<file path="config.mk">
export PLATFORM = sky130hd
export DESIGN_NAME = matrix_multiply_4x4_flat
export DESIGN_NICKNAME = d
export VERILOG_FILES = /design/src/mm4_pkg.sv /design/src/mm4_in_if.sv /design/src/mm4_out_if.sv /design/src/matrix_multiply_4x4.sv /design/src/flat_wrapper.sv
export SDC_FILE = /design/constraint.sdc
export NUM_CORES = 2
export LEC_CHECK = 0
export BUFFER_PORTS_ARGS = -buffer_cell sky130_fd_sc_hd__buf_4
export CORE_UTILIZATION = 35
export CTS_CLUSTER_DIAMETER = 60
export DETAILED_ROUTE_END_ITERATION = 12
export PLACE_DENSITY_LB_ADDON = 0.15
export SYNTH_ARGS = -nofsm -noshare
export SYNTH_HDL_FRONTEND = slang
export SYNTH_SLANG_ARGS = --single-unit
</file>
<file path="constraint.sdc">
create_clock -name clk -period 6.93 [get_ports clk]
set_input_delay 0.3465 -clock clk [delete_from_list [all_inputs] [get_ports clk]]
set_output_delay 0.3465 -clock clk [all_outputs]
set_load 0.01 [all_outputs]
</file>
<file path="src/mm4_pkg.sv">
// Shared constants, types and helpers for the 4x4 fixed-point matrix multiplier.
`timescale 1ns / 1ps

package mm4_pkg;

  localparam int VALUE_BITS = 32;
  localparam int FRAC_BITS  = 16;
  localparam int DATA_W     = 32;
  localparam int IDX_W      = 4;
  localparam int K_W        = 2;
  localparam int PROD_W     = 2 * VALUE_BITS;
  localparam int ACC_W      = PROD_W + 2;
  localparam int CELLS      = 16;

  localparam logic [IDX_W-1:0] LAST_INDEX = IDX_W'(CELLS - 1);
  localparam logic [K_W-1:0]   K_LAST     = '1;

  typedef logic [IDX_W-1:0]         idx_t;
  typedef logic signed [DATA_W-1:0] data_t;

  // Only the low VALUE_BITS bits of a stored element take part.
  function automatic logic signed [VALUE_BITS-1:0] narrow(data_t raw);
    return raw[VALUE_BITS-1:0];
  endfunction

endpackage

</file>
<file path="src/mm4_in_if.sv">
// Load channel: element index plus left and right matrix elements.
`timescale 1ns / 1ps

interface mm4_in_if;
  logic                        valid;
  logic                        ready;
  logic [3:0]                  elem_index;
  logic signed [31:0]          left_value;
  logic signed [31:0]          right_value;

  modport source (output valid, output elem_index, output left_value, output right_value,
                  input ready);
  modport sink   (input valid, input elem_index, input left_value, input right_value,
                  output ready);
endinterface

</file>
<file path="src/mm4_out_if.sv">
// Result channel: one product element per transfer.
`timescale 1ns / 1ps

interface mm4_out_if;
  logic                        valid;
  logic                        ready;
  logic [3:0]                  out_index;
  logic signed [31:0]          out_value;
  logic                        saturated;
  logic                        last;

  modport source (output valid, output out_index, output out_value, output saturated,
                  output last, input ready);
  modport sink   (input valid, input out_index, input out_value, input saturated,
                  input last, output ready);
endinterface

</file>
<file path="src/matrix_multiply_4x4.sv">
// 4x4 signed fixed-point matrix multiplier with element stores and one shared MAC.
//
// Usage:
//   in_ch  : each transfer writes left and right element elem_index (row*4+col)
//            into two 16-entry stores. A transfer with index 15 writes its
//            elements and then starts the product of the stored matrices.
//   out_ch : sixteen results in row-major order; last marks index 15.
//            Each is the 4-term dot product shifted right by FRAC_BITS and
//            saturated to VALUE_BITS, with saturated set when clipped.
// Timing: one load per cycle while idle; in_ch.ready is low while the 64
//   multiply-accumulates are issued. Elements are computed one at a time:
//   the four terms of an element issue back to back, and the next element
//   waits until the MAC pipeline is empty and the output register is free.
//   Each store has a single read port and the one multiplier is shared, four reads per element.
// Reset: both stores read as zero until written; no results pending.
// Stall: a result waits in the output register; the next element is not
//   issued until that register is free, so nothing is dropped.
`timescale 1ns / 1ps

module matrix_multiply_4x4 (
  input  logic       clk,
  input  logic       rst_n,
  mm4_in_if.sink     in_ch,
  mm4_out_if.source  out_ch
);
  import mm4_pkg::*;

  typedef enum logic {ST_IDLE, ST_RUN} state_t;

  state_t            state_r;
  idx_t              e_r;
  logic [K_W-1:0]    k_r;

  data_t             left_mem  [CELLS];
  data_t             right_mem [CELLS];
  logic [CELLS-1:0]  vld_r;

  logic              in_xfer;
  logic              inflight;
  logic              issue;
  idx_t              la;
  idx_t              ra;

  logic              rd_v_r, rd_first_r, rd_fin_r;
  idx_t              rd_idx_r;
  data_t             rd_left_r, rd_right_r;

  logic              prod_v_r, prod_first_r, prod_fin_r;
  idx_t              prod_idx_r;
  logic signed [PROD_W-1:0] prod_r;

  logic signed [ACC_W-1:0]  acc_r;
  logic              done_v_r;
  idx_t              done_idx_r;

  logic signed [ACC_W-1:0]      acc_sh;
  logic signed [VALUE_BITS-1:0] res_nxt;
  logic                         sat_nxt;

  logic              out_valid_r;
  idx_t              out_index_r;
  data_t             out_value_r;
  logic              sat_r;
  logic              last_r;

  assign in_ch.ready = (state_r == ST_IDLE);
  assign in_xfer     = in_ch.valid && in_ch.ready;

  assign inflight = rd_v_r || prod_v_r || done_v_r;
  assign issue    = (state_r == ST_RUN) &&
                    ((k_r != '0) || (!inflight && (!out_valid_r || out_ch.ready)));

  // left[row][k], right[k][col]
  assign la = {e_r[3:2], k_r};
  assign ra = {k_r, e_r[1:0]};

  // element stores
  always_ff @(posedge clk) begin
    if (in_xfer) begin
      left_mem[in_ch.elem_index]  <= in_ch.left_value;
      right_mem[in_ch.elem_index] <= in_ch.right_value;
    end
    if (issue) begin
      rd_left_r  <= vld_r[la] ? left_mem[la]  : '0;
      rd_right_r <= vld_r[ra] ? right_mem[ra] : '0;
    end
  end

  always_ff @(posedge clk) begin
    if (!rst_n) begin
      vld_r <= '0;
    end else if (in_xfer) begin
      vld_r[in_ch.elem_index] <= 1'b1;
    end
  end

  // MAC pipeline: read, multiply, accumulate
  always_ff @(posedge clk) begin
    if (!rst_n) begin
      rd_v_r   <= 1'b0;
      prod_v_r <= 1'b0;
      done_v_r <= 1'b0;
    end else begin
      rd_v_r   <= issue;
      prod_v_r <= rd_v_r;
      done_v_r <= prod_v_r && prod_fin_r;
    end
  end

  always_ff @(posedge clk) begin
    rd_first_r   <= (k_r == '0);
    rd_fin_r     <= (k_r == K_LAST);
    rd_idx_r     <= e_r;
    prod_first_r <= rd_first_r;
    prod_fin_r   <= rd_fin_r;
    prod_idx_r   <= rd_idx_r;
    prod_r       <= narrow(rd_left_r) * narrow(rd_right_r);
    done_idx_r   <= prod_idx_r;
    if (prod_v_r) begin
      acc_r <= (prod_first_r ? ACC_W'(0) : acc_r) + ACC_W'(prod_r);
    end
  end

  // floor shift and saturation
  always_comb begin
    acc_sh = acc_r >>> FRAC_BITS;
    if ((&acc_sh[ACC_W-1:VALUE_BITS-1]) || !(|acc_sh[ACC_W-1:VALUE_BITS-1])) begin
      res_nxt = acc_sh[VALUE_BITS-1:0];
      sat_nxt = 1'b0;
    end else if (acc_sh[ACC_W-1]) begin
      res_nxt = {1'b1, {(VALUE_BITS-1){1'b0}}};
      sat_nxt = 1'b1;
    end else begin
      res_nxt = {1'b0, {(VALUE_BITS-1){1'b1}}};
      sat_nxt = 1'b1;
    end
  end

  // sequencer and output register
  always_ff @(posedge clk) begin
    if (!rst_n) begin
      state_r     <= ST_IDLE;
      e_r         <= '0;
      k_r         <= '0;
      out_valid_r <= 1'b0;
      out_index_r <= '0;
      out_value_r <= '0;
      sat_r       <= 1'b0;
      last_r      <= 1'b0;
    end else begin
      unique case (state_r)
        ST_IDLE: begin
          if (in_xfer && (in_ch.elem_index == LAST_INDEX)) begin
            state_r <= ST_RUN;
            e_r     <= '0;
            k_r     <= '0;
          end
        end
        ST_RUN: begin
          if (issue) begin
            k_r <= k_r + 1'b1;
            if (k_r == K_LAST) begin
              e_r <= e_r + 1'b1;
              if (e_r == LAST_INDEX) begin
                state_r <= ST_IDLE;
              end
            end
          end
        end
        default: state_r <= ST_IDLE;
      endcase

      if (done_v_r) begin
        out_valid_r <= 1'b1;
        out_index_r <= done_idx_r;
        out_value_r <= DATA_W'(res_nxt);
        sat_r       <= sat_nxt;
        last_r      <= (done_idx_r == LAST_INDEX);
      end else if (out_ch.ready) begin
        out_valid_r <= 1'b0;
      end
    end
  end

  assign out_ch.valid     = out_valid_r;
  assign out_ch.out_index = out_index_r;
  assign out_ch.out_value = out_value_r;
  assign out_ch.saturated = sat_r;
  assign out_ch.last      = last_r;

  // a finished element never lands on an unread result
  a_no_overwrite: assert property (@(posedge clk) disable iff (!rst_n)
    done_v_r |-> !out_valid_r)
    else $error("result register overwritten");

  // the four products of an element reach the accumulator back to back
  a_mac_contiguous: assert property (@(posedge clk) disable iff (!rst_n)
    (prod_v_r && !prod_first_r) |-> $past(prod_v_r))
    else $error("gap inside dot product");

  // a start transfer begins at element 0, term 0
  a_start: assert property (@(posedge clk) disable iff (!rst_n)
    (in_xfer && (in_ch.elem_index == LAST_INDEX)) |=>
      (state_r == ST_RUN) && (e_r == '0) && (k_r == '0))
    else $error("product did not start cleanly");

  // the marked result is the final element
  a_last_index: assert property (@(posedge clk) disable iff (!rst_n)
    (out_valid_r && last_r) |-> (out_index_r == LAST_INDEX))
    else $error("last flag on wrong element");

endmodule

</file>
<file path="src/flat_wrapper.sv">
// flat-port wrapper written by rule: the top's interface ports become plain ports
module matrix_multiply_4x4_flat import mm4_pkg::*;
  (clk, rst_n, in_ch_valid, in_ch_elem_index, in_ch_left_value, in_ch_right_value, in_ch_ready, out_ch_valid, out_ch_out_index, out_ch_out_value, out_ch_saturated, out_ch_last, out_ch_ready);
  mm4_in_if in_ch_i ();
  mm4_out_if out_ch_i ();
  input  logic clk;
  input  logic rst_n;
  input wire logic [$bits(in_ch_i.valid)-1:0] in_ch_valid;
  input wire logic [$bits(in_ch_i.elem_index)-1:0] in_ch_elem_index;
  input wire logic [$bits(in_ch_i.left_value)-1:0] in_ch_left_value;
  input wire logic [$bits(in_ch_i.right_value)-1:0] in_ch_right_value;
  output wire logic [$bits(in_ch_i.ready)-1:0] in_ch_ready;
  output wire logic [$bits(out_ch_i.valid)-1:0] out_ch_valid;
  output wire logic [$bits(out_ch_i.out_index)-1:0] out_ch_out_index;
  output wire logic [$bits(out_ch_i.out_value)-1:0] out_ch_out_value;
  output wire logic [$bits(out_ch_i.saturated)-1:0] out_ch_saturated;
  output wire logic [$bits(out_ch_i.last)-1:0] out_ch_last;
  input wire logic [$bits(out_ch_i.ready)-1:0] out_ch_ready;
  assign in_ch_i.valid = in_ch_valid;
  assign in_ch_i.elem_index = in_ch_elem_index;
  assign in_ch_i.left_value = in_ch_left_value;
  assign in_ch_i.right_value = in_ch_right_value;
  assign in_ch_ready = in_ch_i.ready;
  assign out_ch_valid = out_ch_i.valid;
  assign out_ch_out_index = out_ch_i.out_index;
  assign out_ch_out_value = out_ch_i.out_value;
  assign out_ch_saturated = out_ch_i.saturated;
  assign out_ch_last = out_ch_i.last;
  assign out_ch_i.ready = out_ch_ready;
  matrix_multiply_4x4 u_core (.clk(clk), .rst_n(rst_n), .in_ch(in_ch_i), .out_ch(out_ch_i));
endmodule
</file>
# ---- After elaboration in Yosys (flattened, before gate mapping)
# Memory sizes are Yosys's and may differ from the RTL's. A register that Yosys moved wholly into a read port is not among the register bits.
# Index checks and enable logic that the tools add are counted.
dict set report totals {
  n_memories 2
  ram_bits 1024
  register_bits 211
}
dict set report classes {
  n_mux 26
  mul 1
  bitwise 2
  addsub 3
  n_reduce_logical 23
  eq_ne 7
  n_lt_le_gt_ge 4
}
# name words word_bits rd rd_clocked_by_memory_dff write_ports line_no
set memory_table {}
lappend memory_table {u_core.left_mem 16 32 1 1 1 matrix_multiply_4x4.sv:34} ;# data_t left_mem [CELLS];
lappend memory_table {u_core.right_mem 16 32 1 1 1 matrix_multiply_4x4.sv:35} ;# data_t right_mem [CELLS];
# operator n
set ops {}
lappend ops {{66-bit by 64-bit adder with 66-bit output} 1}
lappend ops {{66-bit 2-to-1 mux} 1}
lappend ops {{32-bit by 32-bit multiplier with 64-bit output} 1}
lappend ops {{32-bit 2-to-1 mux} 2}
lappend ops {{19-bit AND reduction} 1}
lappend ops {{19-bit OR reduction} 1}
lappend ops {{16-bit OR} 1}
lappend ops {{4-bit by 5-bit < comparator with 1-bit output (second input constant)} 3}
lappend ops {{4-bit equality test (second input constant)} 3}
lappend ops {{1-bit 2-to-1 mux} 12}
lappend ops {{4-bit 2-to-1 mux} 3}
lappend ops {{1-bit binary-select mux with 4-bit select} 2}
lappend ops {{4-bit one-hot mux with 2 select lines} 1}
lappend ops {{1-bit logical AND} 6}
lappend ops {{2-bit != test (second input constant)} 3}
lappend ops {{1-bit zero test} 5}
lappend ops {{1-bit logical OR} 5}
lappend ops {{4-bit by 1-bit adder with 4-bit output (second input constant)} 1}
lappend ops {{1-bit demux with 4-bit select} 1}
lappend ops {{4-bit by 1-bit >= comparator with 1-bit output (second input constant)} 1}
lappend ops {{2-bit 2-to-1 mux} 2}
lappend ops {{2-bit one-hot mux with 2 select lines} 1}
lappend ops {{2-bit nonzero test} 2}
lappend ops {{3-bit AND reduction} 1}
lappend ops {{other kinds (6)} 6}

# ---- Depth between registers and ports, before layout
dict set report logic_depth {
  word_depth 8
  depth_mapped 30
  ltp_nobuf 29
}

# ---- Least setup slack after synthesis
# Ideal clock, no wire load.
dict set report synth_path {
  kind {flip-flop to flip-flop}
  from {register u_core.rd_left_r[31] (read register of u_core.left_mem)}
  to {register u_core.prod_r[63]}
  t_required_ns 6.809
  period_less_slack_ns 7.630
  slack_ns -0.700
  stages_incl_launch_ff 29
  t_arrival_ns 7.509
  setup_ns 0.121
  cell_sequence {edfxtp_1 clkbuf_1 nand2_1 inv_1 fa_1 inv_1 fa_1 inv_1 fa_1 inv_1 fa_1 inv_1 fa_1 inv_1 fa_1 fa_1 fa_1 inv_1 ha_1 o21a_1 o21ai_0 nand2b_1 a31oi_1 or3b_1 a31oi_1 o21bai_2 a21o_1 a41o_1 xnor2_1}
}
dict set report synth_via {
  elab_chain_len 1
}
# element line_no
set synth_rtl {}
lappend synth_rtl {{from (decl)} matrix_multiply_4x4.sv:46} ;# data_t rd_left_r, rd_right_r;
lappend synth_rtl {{32-bit by 32-bit multiplier with 64-bit output} matrix_multiply_4x4.sv:117} ;# prod_r <= narrow(rd_left_r) * narrow(rd_right_r);
lappend synth_rtl {{to (signal assigned)} matrix_multiply_4x4.sv:117}
lappend synth_rtl {{to (decl)} matrix_multiply_4x4.sv:50} ;# logic signed [PROD_W-1:0] prod_r;
# Every way passes these cells.
# A chain may end at the register's enable or synchronous reset.

# ---- Final worst setup path
dict set report layout_path {
  from {register u_core.rd_left_r[25] (read register of u_core.left_mem)}
  to {register u_core.prod_r[63]}
}
# The elaborated chain is that of the path after synthesis.

==> impl_metrics.ini <==
[finish]
fin_util_pct = 42.0
drive_gt1_share_pct = 22.7
regArea_um2 = 37600
final_cell_mix = edfxtp_1 (1154), inv_1 (1018), fa_1 (1006)
final_common_cell = edfxtp_1
multi_input_area_um2 = 46200
area_growth_pct = 19.2
nFillCells = 23200
fin_nets = 8596

[sta]
fmax_mhz = 133
drv_slew = 0
finalHoldViolCount = 0
whs_ns = 0.0552
slew_headroom_pct = 20.9
fin_worst_skew_ns = 0.0678
setup_viol = 34
period_share_pct = 108
worst_pin_slew_ns = 1.18
rsz0062_at_grt = true
finalCriticalPeriod_ns = 7.49
setup_ws_ns = -0.565

[synthesis]
synth_nets = 8000
ys_types = 85
muxShareOfSynthArea_pct = 8.55
synth-xor-area-share_pct = 1.38
synthArstFlopShare_pct = 0
yosys_warnings = 0
ys_ff_latch = 1299
ys_seq_area_share_pct = 42.9
synth_compound_area_share_pct = 3.90
syn_area_um2 = 87600
postSynthCellCount = 6593
synth_area_per_cell_um2 = 13.3
synth_edf_count = 1154
synth_top_family_by_area = adder cells
yosys.area_share.simple_pct = 8.70
synth_adder_area_share_pct = 28.4
dominantRegCellSynth = edfxtp_1

[critical_path]
critical_path.top_delay_family = adder cells
r2r_slack_ns = -0.56
cp_data_required_time_ns = 7.60
r2r_cells = 26
criticalPathCategory = register to register
cp_common_cell = fa_1
crit_slowest_cell = fa_2
crit_fanout = 11
path_buf_inv = 7
reg2reg_to = u_core.prod_r[63]
slowest_delay_ns = 0.58
arrival_ns = 8.17
r2r-start = u_core.rd_left_r[25]
crit_path_end_kind = register
start_kind = register

[clocking]
clock_path_buffers = 3
clk_pin_slew_worst_paths_ns = 0.06
clock_latency_ns = 0.82
numCtsBuffers = 150
cts_tree = done
clkSinkCount = 1299
htreeDepth = 4
root_buffer = clkbuf_16

[power]
p_comb_share_pct = 69.5
p_int_uw = 34000
peakVddDrop_mv = 0.963
switching_power_uw = 22500
leakagePower_uw = 0.0413
p_sw_share_pct = 39.8
p_seq_share_pct = 16.6
powerDensity_nw_per_um2 = 541
clkPwrFrac_pct = 13.9

[detailed_routing]
vias_per_cell = 4.83
wirelength_um = 230000
wl_per_cell_um = 21.6
drtPass1Iterations = 8
ant_nets = 0
num_vias = 51500
first_iter_violations = 3088
drc = 0

[global_routing]
grt_max_degree = 102
grt_pass1_vias = 56100
overflow = 0
grt_usage_pct = 18.4
antenna_found_initial = 37
grt_first_pass_wirelength_um = 351000

[die]
die_area_um2 = 252000
start_util_pct = 35.2
core_region_area_um2 = 249000
die_h_um = 502
die_x_um = 502
ios = 112
num_rows = 183

[place]
dp_slack_ns = -1.48
port-buffer-count = 111
hpwl_um = 164000
place.gp.congestion = 0.848

[hold_path]
hold_depth = 2
min_to = u_core.right_mem[1][23]
worstHoldStart = in_ch_elem_index[3]
hp-class = input pin to register

[outcome]
violations = negative setup slack
outcome = complete, but fails checks

[job]
max-cap-violations = 0
[power by group through the flow]
stage / Clock [uW] / Sequential [uW] / Combinational (uW)
3_3_place_gp: 0 / 9540 / 31600
3_5_place_dp: 0 / 9540 / 31800
5_1_grt: 8370 / 9400 / 43300
4_1_cts: 8080 / 9380 / 36400
2_1_floorplan: 0 / 9490 / 18900
6_report: 7860 / 9380 / 39200
[registers in the layout, indices dropped and copies added, names as in the netlist, 2 cells and up]
signal                   count
u_core.rd_idx_r              4
u_core.prod_r               64
u_core.left_mem            512
u_core.prod_idx_r            4
u_core.out_ch.out_index      4
u_core.e_r                   4
u_core.rd_right_r           32
u_core.done_idx_r            4
u_core.acc_r                66
u_core.vld_r                16
u_core.rd_left_r            32
u_core.k_r                   2
u_core.right_mem           512
u_core.out_ch.out_value     32
[how the worst max path moves through the flow]
stage,from,endpoint,slack [ns],depth (start not counted)
4_1_cts,u_core.rd_left_r[22],u_core.prod_r[63],-0.66,26
2_1_floorplan,u_core.rd_left_r[31],u_core.prod_r[63],-0.43,27
6_report,u_core.rd_left_r[25],u_core.prod_r[63],-0.56,26
5_1_grt,u_core.rd_left_r[22],u_core.prod_r[63],-0.76,28
3_3_place_gp,u_core.rd_left_r[20],u_core.prod_r[60],-1.41,27
3_5_place_dp,u_core.rd_right_r[5],u_core.prod_r[60],-1.48,28
[worst register-to-register path, stage by stage, from the launching register on]
cell and delay, ns:
edfxtp_1 0.44, buf_6 0.18, buf_12 0.14, and2_1 0.17
fa_1 0.48, fa_1 0.50, inv_1 0.07, fa_1 0.52
fa_1 0.53, inv_2 0.05, fa_1 0.53, fa_1 0.44
fa_2 0.58, inv_1 0.06, fa_1 0.50, inv_1 0.06
ha_4 0.30, nand4_1 0.15, nor3_2 0.26, and4_4 0.32
o211ai_1 0.10, buf_4 0.19, a31oi_4 0.21, o21bai_4 0.09
a21o_1 0.19, a41o_1 0.19, xnor2_1 0.12
[repair_timing]
item | 4_1_cts | 5_1_grt
setup buffers | 62 | 50
endpoints found under the hold margin | 1024 | 0
hold buffers | 64 | 0
gates resized for setup | 260 | 265
setup endpoints to repair | 40 | 41
pin swaps | 139 | 188
cloned | 2 | 6
[routing by layer]
metal  track usage, %  share of wire [%]
met3             3.27                5.0
met1             25.7                 45
met4             4.06                2.0
met5                0              0.081
met2             30.0                 47
[cells by family after synthesis]
group	count (synthesis)
DFF	1299
buffers and inverters	1436
xor gates and xnor gates	138
AOI/OAI and AO/OA	547
adders and majority gates	1335
muxes	338
and+or+nand+nor	1500
[synthesized netlist by cell type, types with 6 or more instances]
cell	instances	area, um^2
mux2i_1	9	90.1
a211oi_1	9	67.6
buf_2	33	165
edfxtp_1	1154	34700
a31oi_1	16	100
nor2b_1	141	882
dfxtp_1	145	2900
nor4_1	11	68.8
a21o_1	57	428
nand2_1	594	2230
nand2b_1	23	144
mux4_2	328	7390
clkbuf_1	278	1040
o21a_1	29	218
buf_1	29	109
o211ai_1	14	105
o21bai_1	26	195
ha_1	252	3150
inv_1	1089	4090
nor2_1	104	390
and3_1	14	87.6
and2_1	502	3140
nand3_1	35	175
xnor2_1	96	841
a21oi_1	216	1080
xor2_1	42	368
o21ai_1	16	80.1
nand4_1	34	213
nor3_1	17	85.1
fa_1	1083	21700
o21ai_0	96	480
o31ai_1	7	52.6
a21boi_0	6	45.0
[area by class of cell]
class / instances / share of cell area [%]
multi-input cells: 3858 / 44.2
flip-flops and latches: 1299 / 36.0
repair buffers: 790 / 7.08
well taps: 3330 / 3.99
inverters: 1090 / 3.93
clock buffers: 187 / 3.83
clock inverters: 85 / 0.933
diodes: 8 / 0.0192
[stage by stage]
stage,total power [uW],area (um^2),std cells,setup TNS (ns)
2_1_floorplan,28400,87700,6593,-1.89
3_3_place_gp,41200,95800,10200,-28.74
3_5_place_dp,41300,95800,10200,-31.17
4_1_cts,53800,103000,10600,-11.34
5_1_grt,61100,104000,10600,-19.11
6_report,56500,104000,10600,-10.67
Power figures use the tool's default switching activity.
